$ cat src/rtc_bus_register_interface_top_macros.svh
// ----------------------------------------------------------------------------
// RTC bus register interface assertion macros
// Immediate-implication and next-cycle-implication property wrappers.
// ----------------------------------------------------------------------------
`ifndef RTC_BUS_REGISTER_INTERFACE_TOP_MACROS_SVH
`define RTC_BUS_REGISTER_INTERFACE_TOP_MACROS_SVH

`ifndef SYNTH
`define RTCBRI_ASSERT_IMPL(name, clk, rst_n, ante, cons) \
    name: assert property (@(posedge clk) disable iff (!rst_n) (ante) |-> (cons)) \
        else $error("rtcbri assertion failed");
`define RTCBRI_ASSERT_NEXT(name, clk, rst_n, ante, cons) \
    name: assert property (@(posedge clk) disable iff (!rst_n) (ante) |=> (cons)) \
        else $error("rtcbri assertion failed");
`else
`define RTCBRI_ASSERT_IMPL(name, clk, rst_n, ante, cons)
`define RTCBRI_ASSERT_NEXT(name, clk, rst_n, ante, cons)
`endif

`endif

$ cat src/rtcbri_pkg.sv
// ----------------------------------------------------------------------------
// RTC bus register interface package
// Pin positions, time register indexes and shared types.
// ----------------------------------------------------------------------------
package rtcbri_pkg;

    localparam int PIN_OE  = 0;
    localparam int PIN_AS0 = 1;
    localparam int PIN_AS1 = 2;
    localparam int PIN_WE  = 3;
    localparam int PIN_RD  = 4;
    localparam int PIN_WR  = 5;
    localparam int PIN_ALE = 6;
    localparam int PIN_CS  = 7;

    localparam logic [7:0] IDX_SECONDS  = 8'd0;
    localparam logic [7:0] IDX_MINUTES  = 8'd2;
    localparam logic [7:0] IDX_HOURS    = 8'd4;
    localparam logic [7:0] IDX_WEEKDAY  = 8'd6;
    localparam logic [7:0] IDX_MONTHDAY = 8'd7;
    localparam logic [7:0] IDX_MONTH    = 8'd8;
    localparam logic [7:0] IDX_YEAR     = 8'd9;

    typedef enum logic [1:0] {
        RD_NONE,
        RD_DIRECT,
        RD_REG,
        RD_SRAM
    } t_rd_sel;

    typedef struct packed {
        logic [5:0] seconds;
        logic [5:0] minutes;
        logic [4:0] hours;
        logic [2:0] weekday;
        logic [4:0] monthday;
        logic [3:0] month;
        logic [6:0] year;
    } t_time;

    typedef struct packed {
        logic    reg_we;
        logic    reg_re;
        logic    sram_we;
        logic    sram_re;
        logic    conflict;
        t_rd_sel rd_sel;
    } t_ctl;

endpackage

$ cat src/rtcbri_decode.sv
// ----------------------------------------------------------------------------
// RTC bus register interface decoder
// Edge detection, address pointers and access commands for one item.
// ----------------------------------------------------------------------------
module rtcbri_decode
    import rtcbri_pkg::*;
#(
    parameter int REGISTER_BYTES = 128,
    parameter int SRAM_BYTES     = 4096,
    parameter int REG_AW         = $clog2(REGISTER_BYTES),
    parameter int SRAM_AW        = $clog2(SRAM_BYTES)
) (
    input  logic               i_clk,
    input  logic               i_rst_n,
    input  logic               i_en,
    input  logic [7:0]         i_pins,
    input  logic [7:0]         i_data,
    input  t_time              i_time,
    output t_ctl               o_ctl,
    output logic [REG_AW-1:0]  o_reg_addr,
    output logic [SRAM_AW-1:0] o_sram_addr,
    output logic [7:0]         o_direct
);

    logic [7:0]         r_prev;
    logic [REG_AW-1:0]  r_reg_ptr;
    logic [SRAM_AW-1:0] r_sram_ptr;
    logic [REG_AW-1:0]  n_reg_ptr;
    logic [SRAM_AW-1:0] n_sram_ptr;

    logic [REG_AW-1:0]  w_reg_tab [256];
    logic [SRAM_AW-1:0] w_hi_tab  [256];

    logic [7:0]         w_rising;
    logic [7:0]         w_falling;
    logic [7:0]         w_hi;
    logic [7:0]         w_lo;
    logic [15:0]        w_ptr16;
    logic [SRAM_AW:0]   w_sum;
    logic [SRAM_AW-1:0] w_reduced;

    // Byte-to-address reduction tables, worked out at elaboration.
    for (genvar g = 0; g < 256; g++) begin : g_tab
        assign w_reg_tab[g] = REG_AW'(g % REGISTER_BYTES);
        assign w_hi_tab[g]  = SRAM_AW'((g * 256) % SRAM_BYTES);
    end

    assign w_rising  = (r_prev ^ i_pins) & i_pins;
    assign w_falling = (r_prev ^ i_pins) & ~i_pins;
    assign w_ptr16   = 16'(r_sram_ptr);

    // A strobe replaces one address byte; the other byte stays.
    always_comb begin
        if (w_rising[PIN_AS0]) begin
            w_hi = w_ptr16[15:8];
            w_lo = i_data;
        end else begin
            w_hi = i_data;
            w_lo = w_ptr16[7:0];
        end
        w_sum = (SRAM_AW + 1)'(w_hi_tab[w_hi]) + (SRAM_AW + 1)'(w_lo);
        if (w_sum >= (SRAM_AW + 1)'(SRAM_BYTES)) begin
            w_reduced = SRAM_AW'(w_sum - (SRAM_AW + 1)'(SRAM_BYTES));
        end else begin
            w_reduced = SRAM_AW'(w_sum);
        end
    end

    always_comb begin
        o_ctl      = '{reg_we: 1'b0, reg_re: 1'b0, sram_we: 1'b0, sram_re: 1'b0,
                       conflict: 1'b0, rd_sel: RD_NONE};
        o_direct   = 8'd0;
        n_reg_ptr  = r_reg_ptr;
        n_sram_ptr = r_sram_ptr;
        if (!i_pins[PIN_CS]) begin
            if (i_pins[PIN_WR] && i_pins[PIN_RD] && w_falling[PIN_ALE]) begin
                n_reg_ptr = w_reg_tab[i_data];
            end else if (w_rising[PIN_WR] && i_pins[PIN_RD]) begin
                o_ctl.reg_we = 1'b1;
            end else if (i_pins[PIN_WR] && !i_pins[PIN_RD]) begin
                o_ctl.rd_sel = RD_DIRECT;
                case (8'(r_reg_ptr))
                    IDX_SECONDS:  o_direct = 8'(i_time.seconds);
                    IDX_MINUTES:  o_direct = 8'(i_time.minutes);
                    IDX_HOURS:    o_direct = 8'(i_time.hours);
                    IDX_WEEKDAY:  o_direct = 8'(i_time.weekday);
                    IDX_MONTHDAY: o_direct = 8'(i_time.monthday);
                    IDX_MONTH:    o_direct = 8'(i_time.month);
                    IDX_YEAR:     o_direct = 8'(i_time.year);
                    default: begin
                        o_ctl.rd_sel = RD_REG;
                        o_ctl.reg_re = 1'b1;
                    end
                endcase
            end
        end else begin
            if (!i_pins[PIN_WE] && !i_pins[PIN_OE]) begin
                o_ctl.conflict = 1'b1;
            end else if (w_rising[PIN_AS0] || w_rising[PIN_AS1]) begin
                n_sram_ptr = w_reduced;
            end else if (!i_pins[PIN_WE]) begin
                o_ctl.sram_we = 1'b1;
            end else if (!i_pins[PIN_OE]) begin
                o_ctl.sram_re = 1'b1;
                o_ctl.rd_sel  = RD_SRAM;
            end
        end
    end

    always_ff @(posedge i_clk) begin
        if (!i_rst_n) begin
            r_prev     <= 8'hFF;
            r_reg_ptr  <= '0;
            r_sram_ptr <= '0;
        end else if (i_en) begin
            r_prev     <= i_pins;
            r_reg_ptr  <= n_reg_ptr;
            r_sram_ptr <= n_sram_ptr;
        end
    end

    assign o_reg_addr  = r_reg_ptr;
    assign o_sram_addr = r_sram_ptr;

endmodule

$ cat config.mk
export PLATFORM = sky130hd
export DESIGN_NAME = rtcbri_decode
export DESIGN_NICKNAME = d
export VERILOG_FILES = /design/src/rtc_bus_register_interface_top_macros.svh /design/src/rtcbri_pkg.sv /design/src/rtcbri_decode.sv
export SDC_FILE = /design/constraint.sdc
export NUM_CORES = 1
export LEC_CHECK = 0
export ABC_AREA = 1
export ABC_CLOCK_PERIOD_IN_PS = 1100
export BUFFER_PORTS_ARGS = -buffer_cell sky130_fd_sc_hd__buf_2
export CORE_MARGIN = 2
export CORE_UTILIZATION = 39
export CTS_CLUSTER_SIZE = 14
export DETAILED_ROUTE_END_ITERATION = 6
export PLACE_DENSITY_LB_ADDON = 0.3
export SETUP_SLACK_MARGIN = 0.2
export SYNTH_ARGS = -nofsm -noshare
export SYNTH_HDL_FRONTEND = slang
export SYNTH_SLANG_ARGS = --single-unit
$ cat constraint.sdc
create_clock -name i_clk -period 1.1 [get_ports i_clk]
set_input_delay 0.11 -clock i_clk [delete_from_list [all_inputs] [get_ports i_clk]]
set_output_delay 0.11 -clock i_clk [all_outputs]
set_load 0.03 [all_outputs]
==> flow_metrics.py, run 1 <==
metrics = {
    "global_routing": {
        "grt_max_degree": 18,
        "antenna_found_initial": 0,
        "grt-ovfl-total": 0,
        "grt_pass1_vias": 1798,
        "grt_use_total": 0.227,
        "grt_pass1_wl_mm": 7.67,
    },
    "sta": {
        "hold_violations": 0,
        "skew_ns": 0.00778,
        "slew_viol_final": 0,
        "holdWs_ns": 0.0772,
        "min_period_ns": 1.87,
        "timing.setup.tns_ns": -8.42,
        "finalSetupViolCount": 22,
        "setup_ws_ns": -0.773,
        "rsz0062_at_grt": "yes",
        "max_freq_ghz": 0.534,
        "period_share": 1.70,
    },
    "worst_setup_path": {
        "worstPathMaxFanout": 8,
        "cp_data_arrival_time_ns": 1.76,
        "end_kind": "primary output",
        "start_kind": "register",
        "cp.required_ns": 0.99,
        "critical_path_class": "reg2out",
    },
    "power_and_ir_drop": {
        "p_sw_mw": 0.713,
        "combinationalPowerShare": 0.333,
        "total_power_mw": 2.12,
        "clock_power_share": 0.256,
        "power_density_nw_per_um2": 709,
        "peakVddDrop_uv": 876,
        "seqPwrFrac": 0.411,
        "leakagePower_nw": 1.38,
        "internal_power_mw": 1.40,
        "switching_share": 0.337,
    },
    "cells_and_area": {
        "postLayoutCellArea_sq_um": 2990,
        "most-common-layout-cells": "buf_2 (55), nand3_1 (39), buf_6 (39)",
        "n_antenna_cell": 0,
        "final_common_cell": "buf_2",
        "synthToLayoutAreaGrowth_pct": 99.6,
        "final_net_count": 418,
        "layout-drive-gt1-share": 0.657,
    },
    "route": {
        "wire_per_inst_microns": 15.1,
        "wl_mm": 6.18,
        "vias": 2045,
        "antenna_left": 0,
        "routed_via_density": 4.99,
        "drc": 0,
        "first_iter_violations": 100,
        "dr.pass1.iters": 4,
    },
    "clocking": {
        "cts-htree-levels": 1,
        "clk_pin_slew_worst_paths_ns": 0.09,
        "tritoncts": "yes",
        "cts_made_buffers": 3,
        "cts_hold_buf": 0,
        "clock_latency_ns": 0.28,
        "numClockSinks": 23,
        "clock_tree.buffer_depth": 2,
        "clock-root-buffer": "clkbuf_8",
    },
    "floorplan": {
        "dieArea_sq_um": 4350,
        "die-height_microns": 65.9,
        "top_level_ports": 89,
        "die_width_microns": 65.9,
        "row_count": 22,
        "initial_utilization": 0.406,
        "fp.coreArea_sq_um": 3690,
    },
    "worst_hold_path": {
        "min_path_type": "in2reg",
    },
    "place": {
        "postPlaceCellArea_sq_um": 2310,
        "globalplace.congestion": 0.776,
        "hpwl_mm": 3.34,
        "portBuffers": 87,
        "dpl_worst_slack_ns": -0.443,
    },
    "outcome": {
        "failed_checks": "negative setup slack",
        "outcome": "finished, violations left",
    },
    "yosys": {
        "ys.flop_type": "dfxtp_1",
        "synth_cell_types": 25,
        "yosysSeqAreaShare": 0.308,
        "synth_area_leaders": "dfxtp_1 (31%), nand3_1 (13%), nand2_1 (11%)",
        "yosys.area.top_type_share": 0.308,
        "synth_seq_cells": 23,
        "synth_enable_flop_cells": 0,
        "syn-instance-count": 234,
        "synth_nets": 289,
        "ys_warn_count": 0,
        "async_reset_ff_frac": 0,
        "synth_area_sq_um": 1500,
        "avgSynthCellArea_sq_um": 6.40,
        "yosysTopAreaCell": "dfxtp_1",
    },
    "job": {
        "maxCapViolCount": 0,
    },
}
[per-layer routing]
metal	GRT usage	vias to the layer above	part of all wire
met4	0.0612	0	0.028
met3	0.0443	16	0.057
met1	0.245	934	0.37
met5	0	-	0
li1	-	1025	-
met2	0.442	70	0.54
[power by group through the flow]
stage	sequential [mW]	clock, mW	combinational [mW]
finish	0.870	0.542	0.705
global route	0.872	0.576	0.752
CTS	0.865	0.536	0.612
detailed placement	0.887	0	0.535
global placement	0.885	0	0.528
floorplan	0.911	0	0.284
[worst max-delay path: stages, from the launching register on]
cell and delay, ns:
dfxtp_4 0.38, inv_4 0.08, nand2_4 0.07, nor2_4 0.12
nand2_1 0.07, nand2_1 0.11, nor2_2 0.06, nand2_4 0.09
nand3_4 0.21, nor2_4 0.17, buf_6 0.13
[synthesized netlist by cell type (2+ instances only)]
cell / n
inv_2: 6
clkbuf_1: 2
nor4_1: 2
buf_2: 2
nand2_4: 3
dfxtp_1: 23
nand2_2: 5
nor2_2: 15
nor2_1: 27
nand3_1: 39
nand2_1: 44
nor2_4: 2
o21ai_0: 17
nor3_1: 2
a21oi_1: 13
inv_1: 20
buf_4: 2
o211ai_1: 3
[final timing paths]
path                                                  from                          end  slack [ns]  cells past startpoint
worst min-delay path                             i_data[7]  o_sram_addr[7]$_SDFFE_PN0P_        0.08                      3
worst min register to register                    register                     register        0.47                      2
worst max-delay path            o_reg_addr[0]$_SDFFE_PN0P_                  o_direct[0]       -0.77                     10
worst max register to register      r_prev[6]$_SDFFE_PN1P_   o_reg_addr[1]$_SDFFE_PN0P_       -0.09                      7
[cell families after synthesis]
group	Yosys count	share of synthesized area
AND/OR/NAND/NOR	142	0.474
AO/OA/AOI/OAI	34	0.119
other	1	0.00251
flip-flops	23	0.308
buffers and inverters	34	0.0970
[repair_timing]
item / 4_1_cts / 5_1_grt
gates cloned: 2 / 0
pin swaps: 12 / 15
hold endpoints to repair: 0 / 0
endpoints found under the setup margin: 50 / 50
gates resized for setup: 107 / 67
buffers inserted: 1 / 8
[layout make-up]
class	instances	area, sq um
Clock inverter	1	5.00
Inverter	27	131
Sequential cell	23	502
Fill cell	241	702
Tap cell	48	60.1
Timing Repair Buffer	130	997
Multi-Input combinational cell	178	1250
Clock buffer	3	41.3
[through the flow]
step	util	cells
2_1_floorplan	-	234
4_1_cts	0.724	402
3_3_place_gp	0.625	395
5_1_grt	0.810	410
6_report	0.810	410
3_5_place_dp	0.625	395
(Power assumes the default switching activity.)
==> inputs of run 2 (changes only) <==
- PLACE_DENSITY: unset -> 0.85
- PLACE_DENSITY_LB_ADDON: 0.3 -> unset
==> run 2 against run 1 <==
Effect of this change:
- non-clock buffer count increased by 3
- global-route usage increased by 4.4 points
- sequential power decreased by 0.6%
- via count increased by 7.0%
- die area unchanged
- worst hold slack improved by 0.0015 ns
- the run still ends with negative setup slack left
- highest routed layer unchanged
- critical path type unchanged
- critical path depth increased by 1
==> flow_metrics.py, run 2 (synthesis gave the netlist of run 1 again) <==
metrics = {
    "worst_hold_path": {
        "min-delay-start": "i_data[7]",
        "hold_path_depth": 3,
        "min_path_type": "in2reg",
    },
    "worst_setup_path": {
        "start_kind": "register",
        "cp.required_ns": 0.99,
        "end_kind": "primary output",
        "critPathSlowestCell": "dfxtp_4",
        "worst-path-buf-inv": 4,
        "r2r-start": "r_prev[1]$_SDFFE_PN1P_",
        "reg2reg_depth": 6,
        "worstPathMaxFanout": 4,
        "slowest_delay_ns": 0.40,
        "cp.depth": 11,
        "critical_path_class": "reg2out",
        "crit_start": "o_reg_addr[3]$_SDFFE_PN0P_",
        "worstPathCellList": "inv_4 -> nand2_4 -> nor2_4 -> nand2_1 -> nand2_2 -> nor2_4 -> nand2_4 -> buf_4 -> buf_6 -> o21ai_2 -> buf_6",
        "cp_data_arrival_time_ns": 1.72,
        "cp_top_family": "simple AND/OR/NAND/NOR gates",
    },
    "cells_and_area": {
        "layout-drive-gt1-share": 0.678,
        "synthToLayoutAreaGrowth_pct": 102,
        "final_common_cell": "buf_2",
        "n_antenna_cell": 0,
        "postLayoutCellArea_sq_um": 3030,
        "final_util": 0.821,
        "final_net_count": 422,
        "stdcell_count": 414,
        "most-common-layout-cells": "buf_2 (53), buf_4 (41), nand3_1 (39)",
    },
    "clocking": {
        "clock_latency_ns": 0.28,
        "tritoncts": "yes",
        "clock_tree.buffer_depth": 2,
        "clock-root-buffer": "clkbuf_8",
        "numClockSinks": 23,
        "cts-htree-levels": 1,
        "cts_made_buffers": 3,
        "clk_pin_slew_worst_paths_ns": 0.09,
    },
    "power_and_ir_drop": {
        "peakVddDrop_uv": 725,
        "total_power_mw": 2.16,
        "leakagePower_nw": 1.40,
        "power_density_nw_per_um2": 713,
    },
    "place": {
        "dpl.cell_count": 391,
        "postPlaceCellArea_sq_um": 2280,
        "globalplace.congestion": 0.824,
        "hpwl_mm": 3.51,
        "portBuffers": 87,
    },
    "route": {
        "wl_mm": 6.90,
        "first_iter_violations": 85,
        "dr.pass1.iters": 4,
        "wire_per_inst_microns": 16.7,
        "vias": 2188,
        "drc": 0,
        "antenna_left": 0,
        "routed_via_density": 5.29,
    },
    "sta": {
        "hold_violations": 0,
        "period_share": 1.67,
        "rsz0062_at_grt": "yes",
        "setup_ws_ns": -0.732,
        "holdWs_ns": 0.0788,
        "min_period_ns": 1.83,
        "skew_ns": 0.00975,
        "max_freq_ghz": 0.546,
        "finalSetupViolCount": 32,
        "slew_viol_final": 0,
    },
    "floorplan": {
        "die_width_microns": 65.9,
        "die-height_microns": 65.9,
        "dieArea_sq_um": 4350,
        "fp.coreArea_sq_um": 3690,
        "row_count": 22,
        "initial_utilization": 0.406,
        "top_level_ports": 89,
    },
    "outcome": {
        "failed_checks": "negative setup slack",
        "outcome": "finished, violations left",
    },
    "global_routing": {
        "grt-ovfl-total": 0,
        "grt.busiest_layer": "met2",
        "grt_pass1_wl_mm": 9.07,
        "grt_use_total": 0.270,
        "antenna_found_initial": 0,
        "grt.met3_usage": 0.0375,
        "met1_usage": 0.294,
        "grt_max_degree": 20,
        "met2_usage": 0.514,
        "grt_pass1_vias": 2041,
    },
    "job": {
        "maxCapViolCount": 0,
    },
}
-- run 2: path summary, 6_finish.rpt --
check	to	slack, ns
worst max-delay path	o_ctl[1]	-0.73
worst min-delay path	o_sram_addr[7]$_SDFFE_PN0P_	0.08
worst max register to register	register	-0.29
worst min register to register	register	0.49
-- run 2: routing by layer --
metal	wire length (microns)	share of wire	vias to the layer above
met3	548	0.079	26
met1	2490	0.36	1003
met2	3560	0.52	135
met5	0	0	-
met4	296	0.043	0
li1	-	-	1024
-- run 2: repair_timing --
item	CTS	global route
setup buffers	5	12
hold buffers	0	0
hold endpoints to repair	0	0
pin swaps	13	12
gates cloned	2	0
setup endpoints to repair	51	51
gates resized for setup	122	60
-- run 2: per-stage QoR --
stage	setup slack, ns	TNS, ns
finish	-0.732	-10.32
global placement	-0.431	-4.20
global route	-0.828	-11.76
detailed placement	-0.484	-4.72
floorplan	-0.449	-4.65
CTS	-0.698	-7.65
-- run 2: power by group --
| part | leakage [nW] | total (mW) | switching (mW) | internal [mW] |
|---|---|---|---|---|
| sequential | 0.199 | 0.865 | 0.0285 | 0.836 |
| clock | 0.0217 | 0.558 | 0.301 | 0.257 |
| combinational | 1.18 | 0.735 | 0.415 | 0.320 |
-- run 2: layout make-up --
cell class	count	area (sq um)
repair buffers	133	1020
inverters	27	129
fillers	217	661
well taps	48	60.1
clock buffers	3	41.3
clock inverters	1	7.51
flip-flops and latches	23	514
multi-input cells	179	1250
-- run 2: worst min-delay path: cells and delay by family --
family,cells,cell delay [ns]
AOI/OAI and AO/OA,1,0.05
and+or+nand+nor,1,0.08
buffers and inverters,1,0.09
